## src/bchc_pkg.sv

```systemverilog
// ----------------------------------------------------------------------------
// bchc_pkg: shared definitions for the button click / hold classifier
// Register map, reset values, event codes and the structs passed between the
// top level and the classifier core.
// ----------------------------------------------------------------------------
`default_nettype none

package bchc_pkg;

    // Field widths.
    localparam int TIME_W   = 32;
    localparam int CFG_W    = 16;
    localparam int EVENT_W  = 3;
    localparam int STEP_W   = 3;
    localparam int COUNT_W  = 8;

    // Default number of hold tone steps.
    localparam int HOLD_STEPS_DEF = 5;

    // Register indexes (byte address is four times the index).
    localparam logic [2:0] REG_DEBOUNCE    = 3'd0;
    localparam logic [2:0] REG_CLICK_WIN   = 3'd1;
    localparam logic [2:0] REG_LONG_PRESS  = 3'd2;
    localparam logic [2:0] REG_LONG_HOLD   = 3'd3;
    localparam logic [2:0] REG_TONE_START  = 3'd4;
    localparam logic [2:0] REG_TONE_STEP   = 3'd5;

    // Register reset values in milliseconds.
    localparam logic [CFG_W-1:0] DEBOUNCE_RST   = 16'd10;
    localparam logic [CFG_W-1:0] CLICK_WIN_RST  = 16'd300;
    localparam logic [CFG_W-1:0] LONG_PRESS_RST = 16'd400;
    localparam logic [CFG_W-1:0] LONG_HOLD_RST  = 16'd3000;
    localparam logic [CFG_W-1:0] TONE_START_RST = 16'd500;
    localparam logic [CFG_W-1:0] TONE_STEP_RST  = 16'd500;

    // Event codes.
    localparam logic [EVENT_W-1:0] EV_NONE     = 3'd0;
    localparam logic [EVENT_W-1:0] EV_LEFT     = 3'd1;
    localparam logic [EVENT_W-1:0] EV_RIGHT    = 3'd2;
    localparam logic [EVENT_W-1:0] EV_NOCONN   = 3'd3;
    localparam logic [EVENT_W-1:0] EV_GSTART   = 3'd4;
    localparam logic [EVENT_W-1:0] EV_GEND     = 3'd5;
    localparam logic [EVENT_W-1:0] EV_POWEROFF = 3'd6;
    localparam logic [EVENT_W-1:0] EV_PAIRING  = 3'd7;

    // Timing configuration seen by the core.
    typedef struct packed {
        logic [CFG_W-1:0] lockout_ms;
        logic [CFG_W-1:0] click_window_ms;
        logic [CFG_W-1:0] long_press_ms;
        logic [CFG_W-1:0] long_hold_ms;
        logic [CFG_W-1:0] hold_tone_start_ms;
        logic [CFG_W-1:0] hold_tone_step_ms;
    } cfg_t;

    // One classified result.
    typedef struct packed {
        logic                clean_level;
        logic                gesture_active;
        logic [STEP_W-1:0]   tone_index;
        logic                tone_valid;
        logic [EVENT_W-1:0]  event_code;
    } res_t;

endpackage

`default_nettype wire

```

## src/bchc_core.sv

```systemverilog
// ----------------------------------------------------------------------------
// bchc_core: debouncer and click / hold state machine
// Holds the classifier state and computes one result per sample; the state
// advances at each clock edge where step_en is high.
// ----------------------------------------------------------------------------
`default_nettype none

module bchc_core #(
    parameter int HOLD_STEPS = bchc_pkg::HOLD_STEPS_DEF
) (
    input  wire logic                         aclk,
    input  wire logic                         aresetn,
    input  wire bchc_pkg::cfg_t               cfg,
    input  wire logic                         step_en,
    input  wire logic [bchc_pkg::TIME_W-1:0]  now_ms,
    input  wire logic                         button_level,
    input  wire logic                         link_connected,
    output bchc_pkg::res_t                    res
);

    localparam int TW = bchc_pkg::TIME_W;
    localparam int SW = bchc_pkg::STEP_W;
    localparam int CW = bchc_pkg::COUNT_W;
    localparam int FW = bchc_pkg::CFG_W;
    // Tone schedule: start + step * interval fits in FW + SW bits.
    localparam int NW = FW + SW;

    localparam logic [SW-1:0] HoldStepsW = SW'(HOLD_STEPS);
    localparam logic [CW-1:0] CountMax   = {CW{1'b1}};

    // State codes.
    localparam logic [1:0] ST_IDLE    = 2'd0;
    localparam logic [1:0] ST_DOWN    = 2'd1;
    localparam logic [1:0] ST_UP      = 2'd2;
    localparam logic [1:0] ST_GESTURE = 2'd3;

    logic          level_reg,   level_next;
    logic [TW-1:0] lock_reg,    lock_next;
    logic [1:0]    state_reg,   state_next;
    logic [CW-1:0] count_reg,   count_next;
    logic [TW-1:0] press_reg,   press_next;
    logic [TW-1:0] release_reg, release_next;
    logic [SW-1:0] step_reg,    step_next;

    logic          edge_ok;
    logic          pressed;
    logic          released;
    logic [TW-1:0] since_lock;
    logic [TW-1:0] held;
    logic [TW-1:0] since_release;
    logic [NW-1:0] tone_at;
    logic [bchc_pkg::EVENT_W-1:0] ev;
    logic          tv;
    logic [SW-1:0] ti;

    // Lockout debouncer: an edge counts only once the lockout has run out.
    assign since_lock = now_ms - lock_reg;
    assign edge_ok    = (button_level != level_reg) &&
                        (since_lock >= TW'(cfg.lockout_ms));
    assign pressed    = edge_ok && button_level;
    assign released   = edge_ok && !button_level;
    assign level_next = edge_ok ? button_level : level_reg;
    assign lock_next  = edge_ok ? now_ms : lock_reg;

    // Elapsed times and the time at which the next tone step is due.
    assign held          = now_ms - press_reg;
    assign since_release = now_ms - release_reg;
    assign tone_at       = NW'(cfg.hold_tone_start_ms) +
                           NW'(step_reg) * NW'(cfg.hold_tone_step_ms);

    // Click / hold state machine.
    always_comb begin
        state_next   = state_reg;
        count_next   = count_reg;
        press_next   = press_reg;
        release_next = release_reg;
        step_next    = step_reg;
        ev           = bchc_pkg::EV_NONE;
        tv           = 1'b0;
        ti           = '0;
        case (state_reg)
            ST_IDLE: begin
                if (pressed) begin
                    count_next = '0;
                    press_next = now_ms;
                    state_next = ST_DOWN;
                end
            end
            ST_DOWN: begin
                if (released) begin
                    if (count_reg != CountMax) begin
                        count_next = count_reg + 1'b1;
                    end
                    release_next = now_ms;
                    state_next   = ST_UP;
                end else if (count_reg == '0 && held > TW'(cfg.long_press_ms)) begin
                    ev         = bchc_pkg::EV_GSTART;
                    state_next = ST_GESTURE;
                end else if (count_reg != '0) begin
                    // Stepped hold tones while a later press is held.
                    if (held >= TW'(cfg.hold_tone_start_ms) && step_reg < HoldStepsW &&
                        held >= TW'(tone_at)) begin
                        tv        = 1'b1;
                        ti        = step_reg;
                        step_next = step_reg + 1'b1;
                    end
                    // Long hold commands after one or two clicks.
                    if (held > TW'(cfg.long_hold_ms)) begin
                        if (count_reg == CW'(1)) begin
                            ev         = bchc_pkg::EV_POWEROFF;
                            state_next = ST_IDLE;
                        end else if (count_reg == CW'(2)) begin
                            ev         = bchc_pkg::EV_PAIRING;
                            state_next = ST_IDLE;
                        end
                    end
                end
            end
            ST_UP: begin
                if (pressed) begin
                    press_next = now_ms;
                    step_next  = '0;
                    state_next = ST_DOWN;
                end else if (since_release > TW'(cfg.click_window_ms)) begin
                    if (count_reg == CW'(1)) begin
                        ev = link_connected ? bchc_pkg::EV_LEFT : bchc_pkg::EV_NOCONN;
                    end else if (count_reg == CW'(2)) begin
                        ev = link_connected ? bchc_pkg::EV_RIGHT : bchc_pkg::EV_NOCONN;
                    end
                    state_next = ST_IDLE;
                end
            end
            default: begin
                if (released) begin
                    ev         = bchc_pkg::EV_GEND;
                    state_next = ST_IDLE;
                end
            end
        endcase
    end

    // Result of this sample.
    always_comb begin
        res.event_code     = ev;
        res.tone_valid     = tv;
        res.tone_index     = ti;
        res.gesture_active = (state_next == ST_GESTURE);
        res.clean_level    = level_next;
    end

    // State registers.
    always_ff @(posedge aclk) begin
        if (!aresetn) begin
            level_reg   <= 1'b0;
            lock_reg    <= '0;
            state_reg   <= ST_IDLE;
            count_reg   <= '0;
            press_reg   <= '0;
            release_reg <= '0;
            step_reg    <= '0;
        end else if (step_en) begin
            level_reg   <= level_next;
            lock_reg    <= lock_next;
            state_reg   <= state_next;
            count_reg   <= count_next;
            press_reg   <= press_next;
            release_reg <= release_next;
            step_reg    <= step_next;
        end
    end

    // The tone step never runs past the configured number of steps.
    a_step_bound: assert property (@(posedge aclk) disable iff (!aresetn)
        step_reg <= HoldStepsW)
        else $error("hold step beyond the last tone step");

    // Waiting for the click window implies at least one counted click.
    a_up_count: assert property (@(posedge aclk) disable iff (!aresetn)
        state_reg == ST_UP |-> count_reg != '0)
        else $error("click window open with no click counted");

    // State only moves on a processed sample.
    a_state_hold: assert property (@(posedge aclk) disable iff (!aresetn)
        !step_en |=> $stable(state_reg) && $stable(count_reg) && $stable(step_reg))
        else $error("classifier state changed without a sample");

endmodule

`default_nettype wire

```

## src/button_click_hold_classifier.sv

```systemverilog
// A beat is captured in the input register and its result in the output register.
// Throughput: one input beat per cycle unless m_tready stalls the output; the state
// update of each sample is a single compare-and-select pass, so the next follows at once.
// The output register lets a new beat in while a result waits on m_tready.
// Reset (aresetn low, synchronous) clears the classifier state, empties both
// stages and loads the timing registers with their default values.
// ----------------------------------------------------------------------------
// button_click_hold_classifier: debounced click, gesture and hold detector
// Stream in timestamped button samples, stream out one classified event per
// sample; timing is set through an APB register port.
// ----------------------------------------------------------------------------
`default_nettype none

module button_click_hold_classifier #(
    parameter int HOLD_STEPS = bchc_pkg::HOLD_STEPS_DEF
) (
    input  wire logic        aclk,
    input  wire logic        aresetn,
    // Input samples.
    input  wire logic        s_tvalid,
    output logic             s_tready,
    input  wire logic [39:0] s_tdata,   // now_ms[31:0], button_level, link_connected, zeros
    // Results.
    output logic             m_tvalid,
    input  wire logic        m_tready,
    output logic [15:0]      m_tdata,   // event_code[2:0], tone_valid, tone_index[2:0],
                                        // gesture_active, clean_level, zeros
    // Configuration.
    input  wire logic        psel,
    input  wire logic        penable,
    input  wire logic        pwrite,
    input  wire logic [4:0]  paddr,
    input  wire logic [31:0] pwdata,
    output logic [31:0]      prdata,
    output logic             pready
);

    localparam int TW = bchc_pkg::TIME_W;
    localparam int FW = bchc_pkg::CFG_W;
    localparam int RW = $bits(bchc_pkg::res_t);

    bchc_pkg::cfg_t cfg_reg;
    logic [2:0]     reg_index;

    logic           in_valid_reg;
    logic [TW-1:0]  in_now_reg;
    logic           in_level_reg;
    logic           in_link_reg;
    logic           out_valid_reg;
    bchc_pkg::res_t out_res_reg;
    bchc_pkg::res_t core_res;

    logic           s_beat;
    logic           advance;
    logic           step_en;

    // Register port: writes land on the access phase, reads are immediate.
    assign pready    = 1'b1;
    assign reg_index = paddr[4:2];

    always_ff @(posedge aclk) begin
        if (!aresetn) begin
            cfg_reg.lockout_ms         <= bchc_pkg::DEBOUNCE_RST;
            cfg_reg.click_window_ms    <= bchc_pkg::CLICK_WIN_RST;
            cfg_reg.long_press_ms      <= bchc_pkg::LONG_PRESS_RST;
            cfg_reg.long_hold_ms       <= bchc_pkg::LONG_HOLD_RST;
            cfg_reg.hold_tone_start_ms <= bchc_pkg::TONE_START_RST;
            cfg_reg.hold_tone_step_ms  <= bchc_pkg::TONE_STEP_RST;
        end else if (psel && penable && pwrite && pready) begin
            case (reg_index)
                bchc_pkg::REG_DEBOUNCE:   cfg_reg.lockout_ms         <= pwdata[FW-1:0];
                bchc_pkg::REG_CLICK_WIN:  cfg_reg.click_window_ms    <= pwdata[FW-1:0];
                bchc_pkg::REG_LONG_PRESS: cfg_reg.long_press_ms      <= pwdata[FW-1:0];
                bchc_pkg::REG_LONG_HOLD:  cfg_reg.long_hold_ms       <= pwdata[FW-1:0];
                bchc_pkg::REG_TONE_START: cfg_reg.hold_tone_start_ms <= pwdata[FW-1:0];
                bchc_pkg::REG_TONE_STEP:  cfg_reg.hold_tone_step_ms  <= pwdata[FW-1:0];
                default: begin
                end
            endcase
        end
    end

    // Read-back mux; addresses past the last register read as zero.
    always_comb begin
        case (reg_index)
            bchc_pkg::REG_DEBOUNCE:   prdata = 32'(cfg_reg.lockout_ms);
            bchc_pkg::REG_CLICK_WIN:  prdata = 32'(cfg_reg.click_window_ms);
            bchc_pkg::REG_LONG_PRESS: prdata = 32'(cfg_reg.long_press_ms);
            bchc_pkg::REG_LONG_HOLD:  prdata = 32'(cfg_reg.long_hold_ms);
            bchc_pkg::REG_TONE_START: prdata = 32'(cfg_reg.hold_tone_start_ms);
            bchc_pkg::REG_TONE_STEP:  prdata = 32'(cfg_reg.hold_tone_step_ms);
            default:                  prdata = '0;
        endcase
    end

    // Pipeline control: the input stage moves whenever the output register
    // is empty or being drained.
    assign advance  = !out_valid_reg || m_tready;
    assign step_en  = in_valid_reg && advance;
    assign s_tready = !in_valid_reg || advance;
    assign s_beat   = s_tvalid && s_tready;

    always_ff @(posedge aclk) begin
        if (!aresetn) begin
            in_valid_reg  <= 1'b0;
            out_valid_reg <= 1'b0;
        end else begin
            if (s_beat) begin
                in_valid_reg <= 1'b1;
            end else if (step_en) begin
                in_valid_reg <= 1'b0;
            end
            if (advance) begin
                out_valid_reg <= in_valid_reg;
            end
        end
    end

    // Input sample register.
    always_ff @(posedge aclk) begin
        if (s_beat) begin
            in_now_reg   <= s_tdata[TW-1:0];
            in_level_reg <= s_tdata[TW];
            in_link_reg  <= s_tdata[TW+1];
        end
    end

    bchc_core #(
        .HOLD_STEPS (HOLD_STEPS)
    ) u_core (
        .aclk           (aclk),
        .aresetn        (aresetn),
        .cfg            (cfg_reg),
        .step_en        (step_en),
        .now_ms         (in_now_reg),
        .button_level   (in_level_reg),
        .link_connected (in_link_reg),
        .res            (core_res)
    );

    // Result register.
    always_ff @(posedge aclk) begin
        if (step_en) begin
            out_res_reg <= core_res;
        end
    end

    assign m_tvalid = out_valid_reg;
    assign m_tdata  = {{(16-RW){1'b0}}, out_res_reg};

endmodule

`default_nettype wire
```

## config.mk

```make
export PLATFORM = sky130hd
export DESIGN_NAME = button_click_hold_classifier
export DESIGN_NICKNAME = d
export VERILOG_FILES = /design/src/bchc_pkg.sv /design/src/bchc_core.sv /design/src/button_click_hold_classifier.sv
export SDC_FILE = /design/constraint.sdc
export NUM_CORES = 1
export LEC_CHECK = 0
export ABC_CLOCK_PERIOD_IN_PS = 14200
export CAP_MARGIN = 20
export CORE_MARGIN = 2
export CORE_UTILIZATION = 47
export CTS_BUF_LIST = sky130_fd_sc_hd__clkbuf_4
export CTS_CLUSTER_SIZE = 12
export DETAILED_ROUTE_END_ITERATION = 10
export DONT_BUFFER_PORTS = 1
export MAX_ROUTING_LAYER = met4
export SKIP_LAST_GASP = 1
export SYNTH_ARGS = -nofsm -noshare
export SYNTH_HDL_FRONTEND = slang
export SYNTH_SLANG_ARGS = --single-unit
export TNS_END_PERCENT = 1
```

## constraint.sdc

```tcl
create_clock -name aclk -period 14.2 [get_ports aclk]
set_input_delay 1.42 -clock aclk [delete_from_list [all_inputs] [get_ports aclk]]
set_output_delay 1.42 -clock aclk [all_outputs]
set_load 0.05 [all_outputs]
```

==> metrics.md <==
| Metric | Value |
|---|---|
| DP Area | `20000 µm²` |
| Total grt overflow | `0` |
| Drt pass-1 iters | `7` |
| Final instance area | `21000 µm²` |
| Power, Total | `1.90 mW` |
| Final WS setup | `7.59 ns` |
| EDFF count, synth | `43` |
| Worst skew pair latency | `0.80 ns` |
| Core Util, Final | `0.503` |
| Largest register FFs | `96` |
| Clk buf depth | `3` |
| Startpoint Class | `register` |
| Yosys top cell area share | `0.210` |
| Antenna violations before repair | `1` |
| Ys Warns | `0` |
| Pins Over Slew Limit | `0` |
| Cell mode on critical path | `o21ai_0` |
| Largest net degree at the start of global routing | `97` |
| First-pass GRT wire length | `87300 µm` |
| Initial core utilization | `0.474` |
| I/O Buffers | `0` |
| Avg Vias per Cell | `5.71` |
| Slowest cell on crit path | `dfxtp_1` |
| WP depth | `27` |
| CP Max Fanout | `18` |
| Outcome | `completed` |
| Crit path capture type | `register` |
| H-tree levels | `3` |
| Share of cells above drive strength 1 | `0.0648` |
| Number of placed I/O pins | `135` |
| Req. time, crit path | `14.88 ns` |
| Min-delay src | `cfg_reg[45]` |
| Crit share post-route | `0.465` |
| Sequential area share after synthesis | `0.276` |
| CTS sink cnt | `251` |
| Post-route ant nets | `0` |
| Synth top cells by count | `279 x nand2_1, 265 x inv_1, 220 x ha_1` |
| Least-Margin Pin Slew | `1.15 ns` |
| Total Neg Setup Slack | `0 ns` |
| Setup repair after global routing missed its margin | `no` |
| Hold depth | `2` |
| Post-Place Cells | `2890` |
| Leak | `8.34 nW` |
| Layout Cells excl Fill | `3024` |
| Slowest stage delay, CP | `0.69 ns` |
| CTS resizes | `0` |
| HPWL Detailed | `42000 µm` |
| Die Wd | `209 µm` |
| Max IR drop VDD | `67.1 µV` |
| Yosys top cell by area | `dfxtp_1` |
| Post-synth top flop | `dfxtp_1` |
| Hold WC Path Type | `register to register` |
| Gpl congestion | `0.935` |
| Hold Vio Cnt, Final | `0` |
| Synth async-reset ratio | `0` |
| Clock skew | `0.0390 ns` |
| Vias in the first global route | `16700` |
| Total core area | `41800 µm²` |
| Routed via count | `17300` |
| Clock root cell | `clkbuf_4` |
| Total track usage | `0.257` |
| Max-cap violations | `0` |
| CP top delay family | `compound AO/OA/AOI/OAI gates` |
| Crit. Startpoint | `u_core.step_reg[2]` |
| Terminus of the critical flop-to-flop path | `u_core.step_reg[2]` |
| CTS clk-pin slew, worst paths | `0.06 ns` |
| Post-CTS setup buffers | `0` |
| Row count | `75` |
| R2R setup slack | `7.59 ns` |
| Mapped Area | `19800 µm²` |
| WS Path Type | `register to register` |
| R2R Path Start | `u_core.step_reg[2]` |
| Wirelength per Cell | `18.0 µm` |
| # hold bufs at CTS | `0` |
| Fillers | `4140` |
| Yosys cell types | `87` |
| Top-count cell post-synth | `nand2_1` |
| Buf+Inv Stages, Crit Path | `2` |
| Gate Count Post-Synth | `2438` |
| Tmin final | `6.61 ns` |
| Area delta synth->final | `6.05%` |
| Iter 0 DRT Violations | `992` |
| Max Fclk | `0.151 GHz` |
| Area contributors post-synth | `dfxtp_1 21%, ha_1 14%, edfxtp_1 6.5%, nand2_1 5.3%, a21oi_1 5.2%` |
| Post-Route WL | `54400 µm` |
| Full die area | `43800 µm²` |
| CTS tree | `yes` |
| Cells on worst reg2reg path | `27` |
| Final nets | `2762` |
| Mapped Avg Cell Area | `8.12 µm²` |
| Max-slew headroom at the worst pin | `0.234` |
| Worst Path Arrival | `7.29 ns` |
| Pwr dens | `90.6 nW/µm²` |
| Synthesized flop and latch total | `251` |
| Final setup fails | `0` |
| Die height | `209 µm` |
| Critical Path End | `u_core.step_reg[2]` |
| Hold_ws | `0.469 ns` |
| Pre-CTS setup slack | `7.64 ns` |
| # DRC | `0` |
| Num CTS Buffers | `73` |
-- layout make-up --
cell class | count | area, µm² | area share
flip-flops and latches | 251 | 5460 | 0.260
clock buffers | 111 | 833 | 0.0397
diodes | 1 | 2.50 | 0.000119
repair buffers | 10 | 75.1 | 0.00358
well taps | 539 | 674 | 0.0321
multi-input cells | 1824 | 12800 | 0.612
clock inverters | 22 | 115 | 0.00548
inverters | 266 | 1000 | 0.0477
-- where the power goes --
group / leakage [nW] / internal [mW] / total (mW) / switching (mW)
logic: 5.67 / 0.163 / 0.432 / 0.269
registers: 2.10 / 0.742 / 0.768 / 0.0260
clock network: 0.572 / 0.375 / 0.703 / 0.328
total: 8.34 / 1.28 / 1.90 / 0.623
-- logic make-up after synthesis --
kind of cell               Yosys count  synth area share
adders and majority gates          252             0.171
DFF                                251             0.276
xor gates and xnor gates            75            0.0332
AOI/OAI and AO/OA                  606             0.202
muxes                              102            0.0517
other                                2          0.000379
buffers and inverters              385            0.0814
and+or+nand+nor                    765             0.184
-- worst reg2reg max path: stages (launching register included) --
cell and delay [ns]:
dfxtp_1 0.69, nand2_1 0.18, fa_1 0.56, inv_1 0.05
fa_1 0.52, inv_1 0.06, fa_1 0.45, nor2b_1 0.12
o21ai_0 0.11, a21oi_1 0.19, o21ai_0 0.12, a21boi_0 0.19
o21ai_0 0.15, a21o_1 0.23, a31oi_1 0.30, xnor2_1 0.17
ha_1 0.26, and3_1 0.22, o2111ai_1 0.11, nor2_1 0.05
o21ai_0 0.16, a31oi_1 0.15, o21a_1 0.20, o22a_1 0.19
o2111ai_1 0.40, o2bb2ai_1 0.21, a31o_1 0.28, a221oi_2 0.20
-- routing by layer --
layer | up-vias | share of wire | track usage
met5 | - | 0 | -
met4 | 0 | 0.026 | 0.0929
met3 | 93 | 0.057 | 0.0473
met2 | 443 | 0.44 | 0.397
met1 | 8167 | 0.47 | 0.338
li1 | 8553 | - | -
-- placed cells by master, fill, tap and decap left out, drive strengths merged, types with 51 or more instances in the layout --
cell / n
nor2: 176
nand2: 279
a21oi: 205
a22oi: 51
and2: 60
a21o: 67
ha: 220
mux2i: 100
inv: 270
dfxtp: 208
o21ai: 67
nand3: 55
clkbuf: 111
-- worst min-delay path by stage --
stage                  endpoint  slack, ns
global placement    cfg_reg[42]       0.46
finish              cfg_reg[45]       0.47
floorplan           cfg_reg[25]       0.45
CTS                 cfg_reg[45]       0.47
detailed placement  cfg_reg[45]       0.46
global route        cfg_reg[54]       0.49
Note: power is estimated with default switching activity, not from simulation.
